===== src/sv/dufc_pkg.sv =====
`timescale 1ns / 1ps
// ---------------------------------------------------------------------------
// dufc_pkg
// Types and constants shared by the double unpack and classify pipeline.
// ---------------------------------------------------------------------------
package dufc_pkg;

   localparam int FRAC_W     = 52;
   localparam int BEXP_W     = 11;
   localparam int EXP_W      = 12;
   localparam int SIG_W      = 61;
   localparam int NORM_SHIFT = 8;
   localparam int CHUNK_W    = 13;
   localparam int CHUNKS     = FRAC_W / CHUNK_W;
   localparam int CNT_W      = 4;
   localparam int LZ_W       = 6;

   localparam logic [BEXP_W-1:0]     BEXP_ALL_ONES = '1;
   localparam logic signed [EXP_W-1:0] EXP_BIAS    = 12'sd1023;
   // denormal exponent is -1022 minus (leading zeros of fraction + 1)
   localparam logic signed [EXP_W-1:0] DENORM_EXP_TOP = -12'sd1023;

   typedef enum logic [2:0] {
      CLS_SNAN   = 3'd0,
      CLS_QNAN   = 3'd1,
      CLS_ZERO   = 3'd2,
      CLS_FINITE = 3'd3,
      CLS_INF    = 3'd4
   } class_type;

   typedef struct packed {
      logic [31:0] high_word;
      logic [31:0] low_word;
   } req_payload_type;

   typedef struct packed {
      class_type               number_class;
      logic                    sign_bit;
      logic signed [EXP_W-1:0] true_exponent;
      logic [SIG_W-1:0]        significand;
   } rsp_payload_type;

   // stage 1 -> stage 2
   typedef struct packed {
      class_type               cls;
      logic                    sign;
      logic                    denorm;
      logic signed [EXP_W-1:0] exp_norm;
      logic [FRAC_W-1:0]       frac;
   } s1_type;

   // stage 2 -> stage 3
   typedef struct packed {
      class_type               cls;
      logic                    sign;
      logic                    denorm;
      logic signed [EXP_W-1:0] exp;
      logic [FRAC_W-1:0]       frac;
      logic [FRAC_W-1:0]       frac_coarse;
      logic [CNT_W-1:0]        fine;
   } s2_type;

endpackage


===== src/sv/dufc_lzc.sv =====
`timescale 1ns / 1ps
// ---------------------------------------------------------------------------
// dufc_lzc
// Leading-zero count of one fraction chunk, with an all-zero flag.
// ---------------------------------------------------------------------------
module dufc_lzc
   import dufc_pkg::*;
(
   input  logic [CHUNK_W-1:0] chunk,
   output logic [CNT_W-1:0]   count,
   output logic               all_zero
);

   always_comb begin
      count = '0;
      // lowest to highest, so the top set bit wins
      for (int i = 0; i < CHUNK_W; i++) begin
         if (chunk[i]) begin
            count = CNT_W'(CHUNK_W - 1 - i);
         end
      end
      all_zero = ~|chunk;
   end

endmodule


===== src/sv/double_unpack_classify_top.sv =====
`timescale 1ns / 1ps
// ---------------------------------------------------------------------------
// double_unpack_classify_top
// Unpacks an IEEE-754 double into class, sign, unbiased exponent and a
// significand normalised to bit 60 (raw fraction for NaNs); denormals are
// normalised by a leading-zero count and a two-step shift.
//
//   channel | dir | beat contents
//   req_    | in  | high_word, low_word
//   rsp_    | out | number_class, sign_bit, true_exponent, significand
//
// Three register stages: decode and chunk zero count, coarse shift and
// exponent, fine shift into the output register. One beat per cycle is
// sustained while rsp_ready stays high.
// Reset clears the stage valid bits only. A response stall backs up the
// stages one by one; nothing is dropped or repeated.
// ---------------------------------------------------------------------------
module double_unpack_classify_top
   import dufc_pkg::*;
(
   input  logic            clock,
   input  logic            reset,
   input  logic            req_valid,
   output logic            req_ready,
   input  req_payload_type req_payload,
   output logic            rsp_valid,
   input  logic            rsp_ready,
   output rsp_payload_type rsp_payload
);

   logic v1_ff, v1_in, v2_ff, v2_in, v3_ff, v3_in;
   logic adv1, adv2, adv3;

   s1_type          s1_ff, s1_in;
   s2_type          s2_ff, s2_in;
   rsp_payload_type s3_ff, s3_in;

   logic [CHUNKS-1:0][CNT_W-1:0] lzc1_ff, lzc1_in;
   logic [CHUNKS-1:0]            nz1_ff, nz1_in;
   logic [CHUNKS-1:0]            zero_chunk;

   assign adv3      = !v3_ff || rsp_ready;
   assign adv2      = !v2_ff || adv3;
   assign adv1      = !v1_ff || adv2;
   assign req_ready = adv1;
   assign rsp_valid = v3_ff;
   assign rsp_payload = s3_ff;

   assign v1_in = adv1 ? req_valid : v1_ff;
   assign v2_in = adv2 ? v1_ff : v2_ff;
   assign v3_in = adv3 ? v2_ff : v3_ff;

   // ---------------- stage 1: decode ----------------
   logic [63:0]       bits;
   logic [BEXP_W-1:0] bexp;
   logic [FRAC_W-1:0] frac;

   assign bits = {req_payload.high_word, req_payload.low_word};
   assign bexp = bits[62:FRAC_W];
   assign frac = bits[FRAC_W-1:0];

   for (genvar c = 0; c < CHUNKS; c++) begin : g_lzc
      dufc_lzc u_lzc (
         .chunk    (frac[c*CHUNK_W +: CHUNK_W]),
         .count    (lzc1_in[c]),
         .all_zero (zero_chunk[c])
      );
   end
   assign nz1_in = ~zero_chunk;

   always_comb begin
      s1_in          = '0;
      s1_in.sign     = bits[63];
      s1_in.frac     = frac;
      s1_in.exp_norm = $signed({1'b0, bexp}) - EXP_BIAS;
      if (bexp == '0) begin
         s1_in.cls    = (frac == '0) ? CLS_ZERO : CLS_FINITE;
         s1_in.denorm = (frac != '0);
      end else if (bexp == BEXP_ALL_ONES) begin
         if (frac == '0) begin
            s1_in.cls = CLS_INF;
         end else begin
            s1_in.cls = frac[FRAC_W-1] ? CLS_QNAN : CLS_SNAN;
         end
      end else begin
         s1_in.cls = CLS_FINITE;
      end
   end

   // ---------------- stage 2: coarse shift, exponent ----------------
   always_comb begin
      logic [LZ_W-1:0] lz;
      lz                = '0;
      s2_in             = '0;
      s2_in.cls         = s1_ff.cls;
      s2_in.sign        = s1_ff.sign;
      s2_in.denorm      = s1_ff.denorm;
      s2_in.frac        = s1_ff.frac;
      s2_in.frac_coarse = s1_ff.frac;
      s2_in.fine        = lzc1_ff[CHUNKS-1];
      lz                = LZ_W'(lzc1_ff[CHUNKS-1]);
      // first non-empty chunk from the top picks the coarse shift
      for (int c = 0; c < CHUNKS - 1; c++) begin
         if (nz1_ff[c] && ((nz1_ff >> (c + 1)) == '0)) begin
            s2_in.frac_coarse = s1_ff.frac << ((CHUNKS - 1 - c) * CHUNK_W);
            s2_in.fine        = lzc1_ff[c];
            lz = LZ_W'((CHUNKS - 1 - c) * CHUNK_W) + LZ_W'(lzc1_ff[c]);
         end
      end
      if (s1_ff.denorm) begin
         s2_in.exp = DENORM_EXP_TOP - $signed({{(EXP_W-LZ_W){1'b0}}, lz});
      end else if (s1_ff.cls == CLS_FINITE) begin
         s2_in.exp = s1_ff.exp_norm;
      end else begin
         s2_in.exp = '0;
      end
   end

   // ---------------- stage 3: fine shift, format ----------------
   always_comb begin
      s3_in               = '0;
      s3_in.number_class  = s2_ff.cls;
      s3_in.sign_bit      = s2_ff.sign;
      s3_in.true_exponent = s2_ff.exp;
      case (s2_ff.cls)
         CLS_FINITE: begin
            if (s2_ff.denorm) begin
               s3_in.significand =
                  {s2_ff.frac_coarse, {(NORM_SHIFT+1){1'b0}}} << s2_ff.fine;
            end else begin
               s3_in.significand = {1'b1, s2_ff.frac, {NORM_SHIFT{1'b0}}};
            end
         end
         CLS_SNAN, CLS_QNAN: begin
            s3_in.significand = {{(SIG_W-FRAC_W){1'b0}}, s2_ff.frac};
         end
         default: begin
            s3_in.significand = '0;
         end
      endcase
   end

   always_ff @(posedge clock) begin
      if (reset) begin
         v1_ff <= 1'b0;
         v2_ff <= 1'b0;
         v3_ff <= 1'b0;
      end else begin
         v1_ff <= v1_in;
         v2_ff <= v2_in;
         v3_ff <= v3_in;
      end
   end

   always_ff @(posedge clock) begin
      if (adv1) begin
         s1_ff   <= s1_in;
         lzc1_ff <= lzc1_in;
         nz1_ff  <= nz1_in;
      end
      if (adv2) begin
         s2_ff <= s2_in;
      end
      if (adv3) begin
         s3_ff <= s3_in;
      end
   end

   // ---------------- checks ----------------
   a_finite_norm: assert property (@(posedge clock) disable iff (reset)
      rsp_valid && rsp_payload.number_class == CLS_FINITE
      |-> rsp_payload.significand[SIG_W-1])
      else $error("finite beat without leading bit");

   a_zero_inf_empty: assert property (@(posedge clock) disable iff (reset)
      rsp_valid && (rsp_payload.number_class == CLS_ZERO ||
                    rsp_payload.number_class == CLS_INF)
      |-> rsp_payload.true_exponent == '0 && rsp_payload.significand == '0)
      else $error("zero or infinity carries exponent or significand");

   a_nan_raw: assert property (@(posedge clock) disable iff (reset)
      rsp_valid && (rsp_payload.number_class == CLS_SNAN ||
                    rsp_payload.number_class == CLS_QNAN)
      |-> rsp_payload.true_exponent == '0 &&
          rsp_payload.significand[SIG_W-1:FRAC_W] == '0 &&
          rsp_payload.significand[FRAC_W-1:0] != '0)
      else $error("NaN beat malformed");

   a_stage2_held: assert property (@(posedge clock) disable iff (reset)
      v2_ff && !adv2 |=> v2_ff && $stable(s2_ff))
      else $error("stage 2 lost a beat under stall");

endmodule

===== config.mk =====
export PLATFORM = sky130hd
export DESIGN_NAME = double_unpack_classify_top
export DESIGN_NICKNAME = d
export VERILOG_FILES = /design/src/sv/dufc_pkg.sv /design/src/sv/dufc_lzc.sv /design/src/sv/double_unpack_classify_top.sv
export SDC_FILE = /design/constraint.sdc
export NUM_CORES = 1
export LEC_CHECK = 0
export ABC_AREA = 0
export ABC_CLOCK_PERIOD_IN_PS = 4700
export BUFFER_PORTS_ARGS = -buffer_cell sky130_fd_sc_hd__clkbuf_2
export CAP_MARGIN = 5
export CORE_UTILIZATION = 30
export DETAILED_ROUTE_END_ITERATION = 8
export PLACE_DENSITY = 0.49
export SLEW_MARGIN = 20
export SYNTH_ARGS = -nofsm -noshare
export SYNTH_HDL_FRONTEND = slang
export SYNTH_SLANG_ARGS = --single-unit

===== constraint.sdc =====
create_clock -name clock -period 4.7 [get_ports clock]
set_input_delay 0.94 -clock clock [delete_from_list [all_inputs] [get_ports clock]]
set_output_delay 0.94 -clock clock [all_outputs]
set_load 0.01 [all_outputs]

## After elaboration in Yosys (flattened, before gate mapping)

Cells that the tools add are included.

| word-level totals | value |
|---|---|
| register bits after elaboration | 294 |
| word-level logic and storage cells | 149 |
| output and inout bits | 79 |
| bits of input ports | 68 |

| cells by class | value |
|---|---|
| reductions and logical operators | 38 |
| bitwise gates (word level) | 1 |
| muxes and demuxes | 63 |
| equality and inequality tests | 4 |
| shift operators | 1 |
| $add $sub $neg | 5 |

Operators by type and width:

| cell | count |
|---|---|
| 56-bit 2-to-1 mux | 3 |
| 61-bit case mux with 2 select lines | 1 |
| 4-bit 2-to-1 mux | 20 |
| 61-bit 2-to-1 mux | 1 |
| 61-bit by 4-bit left shift with 61-bit output | 1 |
| 3-bit 2-to-1 mux | 19 |
| 52-bit zero test | 1 |
| 52-bit nonzero test | 1 |
| 13-bit OR reduction | 4 |
| 8-bit OR reduction | 4 |
| 12-bit 2-to-1 mux | 2 |
| 6-bit 2-to-1 mux | 3 |
| 2-bit 2-to-1 mux | 8 |
| 4-bit OR reduction | 4 |
| 4-bit zero test | 3 |
| 11-bit by 10-bit subtractor with 12-bit output, second input constant | 1 |
| 11-bit by 7-bit subtractor with 12-bit output, first input constant | 1 |
| 11-bit == test, second input constant | 1 |
| 11-bit zero test | 1 |
| 2-bit OR reduction | 5 |
| 1-bit zero test | 7 |
| 5-bit by 4-bit adder with 6-bit output, first input constant | 1 |
| 6-bit by 4-bit adder with 6-bit output, first input constant | 1 |
| 3-bit by 2-bit == test with 1-bit output, second input constant | 2 |
| other kinds (8) | 17 |

## Depth between registers and ports, before layout

Gate-level depths: netlist of run 1.

| depth | value |
|---|---|
| depth after elaboration | 12 |
| mapped depth | 10 |
| gate-level depth less buffers | 10 |

## Hierarchy

A second synthesis of run 1 with hierarchy kept.

| second synthesis, totals | value |
|---|---|
| cell total of the unflattened synthesis | 1153 |
| area total of the unflattened synthesis | 14646.5 µm² |

By module, submodules not included:

| module | cells an instance | seq. area each (µm²) | area each (µm²) | instances |
|---|---|---|---|---|
| double_unpack_classify_top | 1053 | 8798.4 | 13970.9 | 1 |
| dufc_lzc | 25 | 0.0 | 168.9 | 4 |

## Worst setup path before layout of run 1

OpenSTA, ideal clock, no wires.

| timing path | value |
|---|---|
| path kind | input to register |
| start point | input rsp_ready |
| end point | register s2_ff[0] in the netlist's numbering, enable pin |
| path slack | 0.620 ns |
| path buffers | 0 |
| stages on the path | 3 |
| library setup time | 0.478 ns |
| arrival | 3.602 ns |
| required time | 4.222 ns |
| cell sequence | nor2b_1 and2_1 inv_1 |

| on the way | value |
|---|---|
| longest elaborated chain between the ends | 2 |

Ends and longest elaborated chain:

| element | line | source |
|---|---|---|
| start, declared | double_unpack_classify_top.sv:27 | `input logic rsp_ready,` |
| 1-bit logical OR | double_unpack_classify_top.sv:42 | `assign adv3 = !v3_ff \|\| rsp_ready;` |
| 1-bit logical OR | double_unpack_classify_top.sv:43 | `assign adv2 = !v2_ff \|\| adv3;` |
| via adv2 | double_unpack_classify_top.sv:32 | `logic adv1, adv2, adv3;` |
| end signal, assigned | double_unpack_classify_top.sv:162 | `s2_ff <= s2_in;` |
| end, declared | double_unpack_classify_top.sv:35 | `s2_type s2_ff, s2_in;` |

The timed path passes the listed nets, and every way through them passes these cells.
A chain may end at the register's enable or synchronous reset.

## Final worst setup path of run 1

| timing path | value |
|---|---|
| start point | input rsp_ready |
| end point | output req_ready |

| on the way | value |
|---|---|
| longest elaborated chain between the ends | 3 |

Ends and longest elaborated chain:

| element | line | source |
|---|---|---|
| 1-bit logical OR | double_unpack_classify_top.sv:42 |  |
| 1-bit logical OR | double_unpack_classify_top.sv:43 |  |
| 1-bit logical OR | double_unpack_classify_top.sv:44 | `assign adv1 = !v1_ff \|\| adv2;` |
| end, declared | double_unpack_classify_top.sv:24 | `output logic req_ready,` |

No other way between the ends.

==> out/metrics.yaml, run 1 <==
setup_path:
  r2r_end: "s2_ff[113]"
  critical_path_required_ns: 3.76
  setup.worst_path.end_class: "output port"
  crit_fanout: 42
  reg2reg_from: "nz1_ff[2]"
  r2r_slack_ns: 1.59
  ff2ff_path_depth: 7
  crit_arrival_ns: 2.18
  cp-start-kind: "input port"
  path_class: "input port to output port"
synthesis:
  synth_edf_count: 291
  synthesis.nets: 1225
  async_flop_share_pct: 0
  netlist_instances: 1149
  ys_warn_count: 0
  seq_area_frac_synth_pct: 60.91
  ys.flop_type: "edfxtp_1"
  ys_types: 72
  syn_area_um2: 14440
  syn_area_per_cell_um2: 12.57
  ys_ff_latch: 294
drt:
  drc: 0
  routed_wl_mm: 45.26
  ant_nets: 0
  vias: 9999
  firstDrtPassIters: 7
  dr.first_iter.drc_count: 887
  vias_per_cell: 5.211
  wire_per_inst_um: 23.59
finish:
  utilization_pct: 35.36
  area_growth_pct: 16.64
  fill_cells: 4725
  nets: 1354
  drive_gt1_share_pct: 21.17
  diodes: 0
placed_design:
  place_congestion: 0.8724
  post-dp-hpwl_mm: 34.05
  io_buffers: 146
die:
  start_util_pct: 30.32
  die_area_um2: 49030
  ioPinCount: 147
  die_h_um: 221.4
  std_cell_rows: 80
  die_w_um: 221.4
  core_area_um2: 47650
timing:
  setup_violations: 0
  slew_viol_final: 0
  min_period_ns: 3.123
  setup_tns_ns: 0
  slew_headroom_pct: 32.23
  skew_ns: 0.02351
  holdWs_ns: 0.4164
  fmax_mhz: 320.2
  hold_viol_final: 0
  rsz0062_at_grt: "false"
  min_period_over_period_pct: 66.44
  tightest_slew_ns: 1.017
run_status:
  outcome: "completed"
global_routing:
  grt_max_degree: 78
  grt_pass1_wl_mm: 65.79
  grt_util_all_layers_pct: 18.36
  grt-ovfl-total: 0
  grt_pass1_vias: 9736
  antenna_found_initial: 0
min_path:
  whs_endpoint: "rsp_payload[67]"
  holdCritStartpoint: "s2_ff[114]"
  holdPathStages: 0
  min_path_type: "register to register"
clocking:
  cts-hold-fix-buffers: 0
  cts_made_buffers: 35
  cts_buffer_depth: 3
  ctsHtreeMaxLevel: 2
  root_buffer: "clkbuf_16"
  cts_tree: "yes"
  clock_sinks: 294
  post_cts_buffers: 0
  clk_latency_ns: 0.56
  clk_pin_slew_ns: 0.06
  cts_resized: 0
power:
  ir_drop_mv: 0.2556
  p_leak_nw: 6.528
  p_per_area_nw_per_um2: 381.5
run:
  cap_violations: 0
[logic make-up (layout without fill, tap and decap cells)]
group	after synthesis	after routing	synth area share, %
AO/OA/AOI/OAI	270	270	12.52
XOR/XNOR	14	14	0.8489
adder cells (fa/ha/maj)	8	8	0.6930
buffers and inverters	133	288	4.392
flip-flops	294	294	60.91
multiplexers	90	90	9.789
AND/OR/NAND/NOR	340	340	10.85
[registers in the layout, summed over array words and instances (netlist names)]
name and count:
v1_ff 1, rsp_payload 77, s2_ff 125, nz1_ff 4, rsp_valid 1, s1_ff 69
v2_ff 1, lzc1_ff 16
[report_power, final]
part | switching [mW] | internal, mW | leakage (nW)
clock network | 1.11 | 1.60 | 0.559
logic | 0.308 | 0.234 | 2.85
registers | 0.148 | 3.03 | 3.12
[stage by stage]
stage | power [mW] | instances | area, µm² | setup WS [ns]
2_1_floorplan | 3.488 | 1149 | 14440 | 0.6200
5_1_grt | 6.644 | 1919 | 16850 | 1.448
3_5_place_dp | 3.771 | 1856 | 15710 | 1.210
6_report | 6.428 | 1919 | 16850 | 1.577
4_1_cts | 6.489 | 1919 | 16840 | 1.558
3_3_place_gp | 3.772 | 1856 | 15710 | 1.243
[how the worst max path moves through the flow]
stage,startpoint,to,cells past startpoint,slack [ns]
after floorplan,rsp_ready,s2_ff[0],3,0.62
after global placement,req_payload[48],s1_ff[66],7,1.24
after detailed placement,req_payload[48],s1_ff[66],7,1.21
after CTS,rsp_ready,req_ready,5,1.56
after global routing,rsp_ready,req_ready,5,1.45
final,rsp_ready,req_ready,5,1.58
[cell usage in the layout, fill, tap and decap left out, types with 38 or more instances in the layout]
cell type / synthesis / routed
mux2i_1: 46 / 46
nand2_1: 155 / 153
inv_1: 57 / 55
nor3_1: 38 / 38
nor2_1: 64 / 63
edfxtp_1: 291 / 291
o21ai_1: 41 / 41
a21oi_1: 73 / 73
clkbuf_2: 0 / 146
mux4_2: 38 / 38
[metal layers]
metal / track usage (%) / routed length [µm]
met5: 0 / 0
met4: 6.608 / 1505
met3: 3.625 / 2733
met2: 30.31 / 21520
met1: 23.94 / 19510
[worst max-delay path, cell delays in order]
cell,delay (ns)
clkbuf_2,0.08
nor2b_1,0.20
and2_1,0.31
nand2_4,0.36
clkbuf_2,0.25
[cells in the mapped netlist (all sizes together) (4+ instances only)]
library cell	n	area [µm²]
a211oi	7	62.56
mux4	40	908.4
o211ai	6	50.05
a22o	27	236.5
nor3	38	190.2
ha	8	100.1
o21bai	8	60.06
nand2	155	581.8
edfxtp	291	8738
a221o	5	50.05
a222oi	13	130.1
mux2i	46	460.4
a22oi	24	185.2
a32oi	4	35.03
buf	35	266.5
inv	58	217.7
nor2	66	257.8
nor2b	5	31.28
o221ai	4	35.03
and2	25	156.4
xnor2	8	70.07
a21oi	73	365.4
mux2	4	45.04
o31ai	8	60.06
a31oi	5	31.28
o21ai	59	295.3
nand3	16	85.08
and3	6	37.54
clkbuf	38	142.6
o22ai	15	100.1
nand2b	6	37.54
xor2	6	52.55
nor4	10	62.56
[layout make-up]
class / instances / area [µm²] / share of cell area [%]
Tap cell: 615 / 769.5 / 4.567
Inverter: 60 / 229.0 / 1.359
Clock inverter: 23 / 197.7 / 1.173
Multi-Input combinational cell: 722 / 5030 / 29.86
Sequential cell: 294 / 8798 / 52.22
Clock buffer: 40 / 937.1 / 5.563
Timing Repair Buffer: 165 / 885.9 / 5.258
Power figures use the tool's default switching activity.
==> inputs of run 2 (changes only) <==
- ABC_CLOCK_PERIOD_IN_PS: 4700 -> 2650
- PLACE_DENSITY: 0.49 -> 0.51
- clock period: 4.7 -> 2.65 ns (I/O delays scaled with it)
==> run 2 against run 1 <==
Against the previous run: sequential power increased by 77%; die area unchanged; final cell count increased by 1.8%; clock power increased by 83%; highest routed layer unchanged; count of clock-buffer cells in the layout unchanged; design area increased by 2.4%; critical path depth increased by 4; first-iteration DRC count increased by 23%.
==> out/metrics.yaml, run 2 (synthesized netlist as in run 1, its figures left out) <==
run_status:
  outcome: "completed"  # unchanged
placed_design:
  dp_slack_ns: 0.1241  # was 1.210 ns
  place_congestion: 0.8882  # was 0.8724
  post-dp-hpwl_mm: 34.16  # was 34.05 mm
  io_buffers: 146  # unchanged
global_routing:
  grt-ovfl-total: 0  # unchanged
  grt_util_all_layers_pct: 18.63  # was 18.36%
  grt_pass1_wl_mm: 67.50  # was 65.79 mm
  grt_pass1_vias: 10220  # was 9736
  antenna_found_initial: 0  # unchanged
  grt_max_degree: 82  # was 78
die:
  ioPinCount: 147  # unchanged
  die_h_um: 221.4  # unchanged
  core_area_um2: 47650  # unchanged
  start_util_pct: 30.32  # unchanged
  die_area_um2: 49030  # unchanged
  std_cell_rows: 80  # unchanged
  die_w_um: 221.4  # unchanged
finish:
  nets: 1388  # was 1354
  mostFrequentLayoutCells: "291 x edfxtp_1, 154 x nand2_1, 146 x clkbuf_2, 73 x a21oi_1, 63 x nor2_1"  # was 291 x edfxtp_1, 153 x nand2_1, 146 x clkbuf_2, 73 x a21oi_1, 63 x nor2_1
  mostFrequentLayoutCell: "edfxtp_1"  # unchanged
  area_growth_pct: 19.42  # was 16.64%
  largest_reg_flops: 125  # unchanged
  largest-register: "s2_ff"  # unchanged
  fill_cells: 4696  # was 4725
  diodes: 0  # unchanged
  drive_gt1_share_pct: 23.38  # was 21.17%
power:
  swShare_pct: 24.01  # was 24.31%
  power_mw: 11.59  # was 6.428 mW
  p_seq_share_pct: 48.4  # was 49.5%
  p_leak_nw: 6.729  # was 6.528 nW
  switching_power_mw: 2.782  # was 1.563 mW
  p_per_area_nw_per_um2: 672.0  # was 381.5 nW/µm²
  ir_drop_mv: 0.4191  # was 0.2556 mV
  comb_power_share_pct: 8.7  # was 8.4%
  power.share.clock_pct: 42.9  # was 42.1%
  p_int_mw: 8.809  # was 4.865 mW
drt:
  routed_wl_mm: 45.53  # was 45.26 mm
  wire_per_inst_um: 23.30  # was 23.59 µm
  dr.first_iter.drc_count: 1093  # was 887
  drc: 0  # unchanged
  vias: 10210  # was 9999
  firstDrtPassIters: 6  # was 7
  vias_per_cell: 5.227  # was 5.211
  ant_nets: 0  # unchanged
timing:
  min_period_ns: 2.489
  tightest_slew_ns: 0.8131  # was 1.017 ns
  rsz0062_at_grt: "false"  # unchanged
  skew_ns: 0.01371  # was 0.02351 ns
  min_period_over_period_pct: 93.92
  slew_headroom_pct: 45.79  # was 32.23%
  setup_tns_ns: 0  # unchanged
  slew_viol_final: 0  # unchanged
  setup_violations: 0  # unchanged
  hold_viol_final: 0  # unchanged
  fmax_mhz: 401.8
  setup_ws_ns: 0.1610  # was 1.577 ns
clocking:
  cts_buffer_depth: 3  # unchanged
  clk_latency_ns: 0.54  # was 0.56 ns
  cts_made_buffers: 35  # unchanged
  post_cts_buffers: 0  # unchanged
  clk_pin_slew_ns: 0.05  # was 0.06 ns
  ctsHtreeMaxLevel: 2  # unchanged
  cts_tree: "yes"  # unchanged
  root_buffer: "clkbuf_16"  # unchanged
  cts-hold-fix-buffers: 0  # unchanged
  cts_resized: 0  # unchanged
  clock_sinks: 294  # unchanged
min_path:
  min_path_type: "input port to register"  # was register to register
setup_path:
  cp-start-kind: "register"  # was input port
  setup.worst_path.end_class: "register"  # was output port
  path_class: "register to register"  # was input port to output port
  crit_fanout: 2  # was 42
  crit_arrival_ns: 2.78  # was 2.18 ns
  critical_path_required_ns: 2.94  # was 3.76 ns
run:
  cap_violations: 0  # unchanged
## run 2: final cells by class
class	instances	area (µm²)	area share (%)
clock buffers	40	915.9	5.310
multi-input cells	722	5036	29.20
repair buffers	199	1229	7.123
inverters	60	230.2	1.335
well taps	615	769.5	4.461
clock inverters	24	270.3	1.567
flip-flops and latches	294	8798	51.01
## run 2: per-layer routing
layer / global-route usage (%) / wire, µm
met1: 24.60 / 19680
met2: 31.32 / 21950
met3: 3.306 / 2748
met4: 5.354 / 1145
met5: 0 / 0
## run 2: path summary, 6_finish.rpt
check,slack [ns],from,endpoint,depth (start not counted)
max,0.16,lzc1_ff[9],s2_ff[113],9
min reg2reg,0.41,s1_ff[65],s2_ff[121],0
max reg2reg,0.16,lzc1_ff[9],s2_ff[113],9
min,0.18,reset,v1_ff,2
## run 2: power by group through the flow
stage | logic [mW] | registers [mW] | clock network [mW]
global placement | 0.995 | 5.71 | 0
finish | 1.01 | 5.62 | 4.97
global route | 1.09 | 5.64 | 5.26
detailed placement | 0.997 | 5.71 | 0
floorplan | 0.581 | 5.61 | 0
CTS | 1.00 | 5.62 | 5.08
## run 2: stage by stage
| step | hold WS, ns | cell area, µm² | utilization (%) | instances |
|---|---|---|---|---|
| after floorplan | 0.4003 | 14460 | - | 1149 |
| after global placement | 0.4055 | 16060 | 33.70 | 1890 |
| after detailed placement | 0.4045 | 16060 | 33.71 | 1890 |
| after CTS | 0.1539 | 17250 | 36.20 | 1954 |
| after global routing | 0.1663 | 17250 | 36.20 | 1954 |
| final | 0.1789 | 17250 | 36.20 | 1954 |
## run 2: worst max-delay path, stage by stage (launching register included)
cell and delay [ns]:
edfxtp_1 0.39, ha_1 0.32, inv_1 0.05, a221o_1 0.35, a22oi_2 0.22, inv_1 0.10, ha_1 0.20, and2_1 0.14
ha_1 0.26, a22o_1 0.23
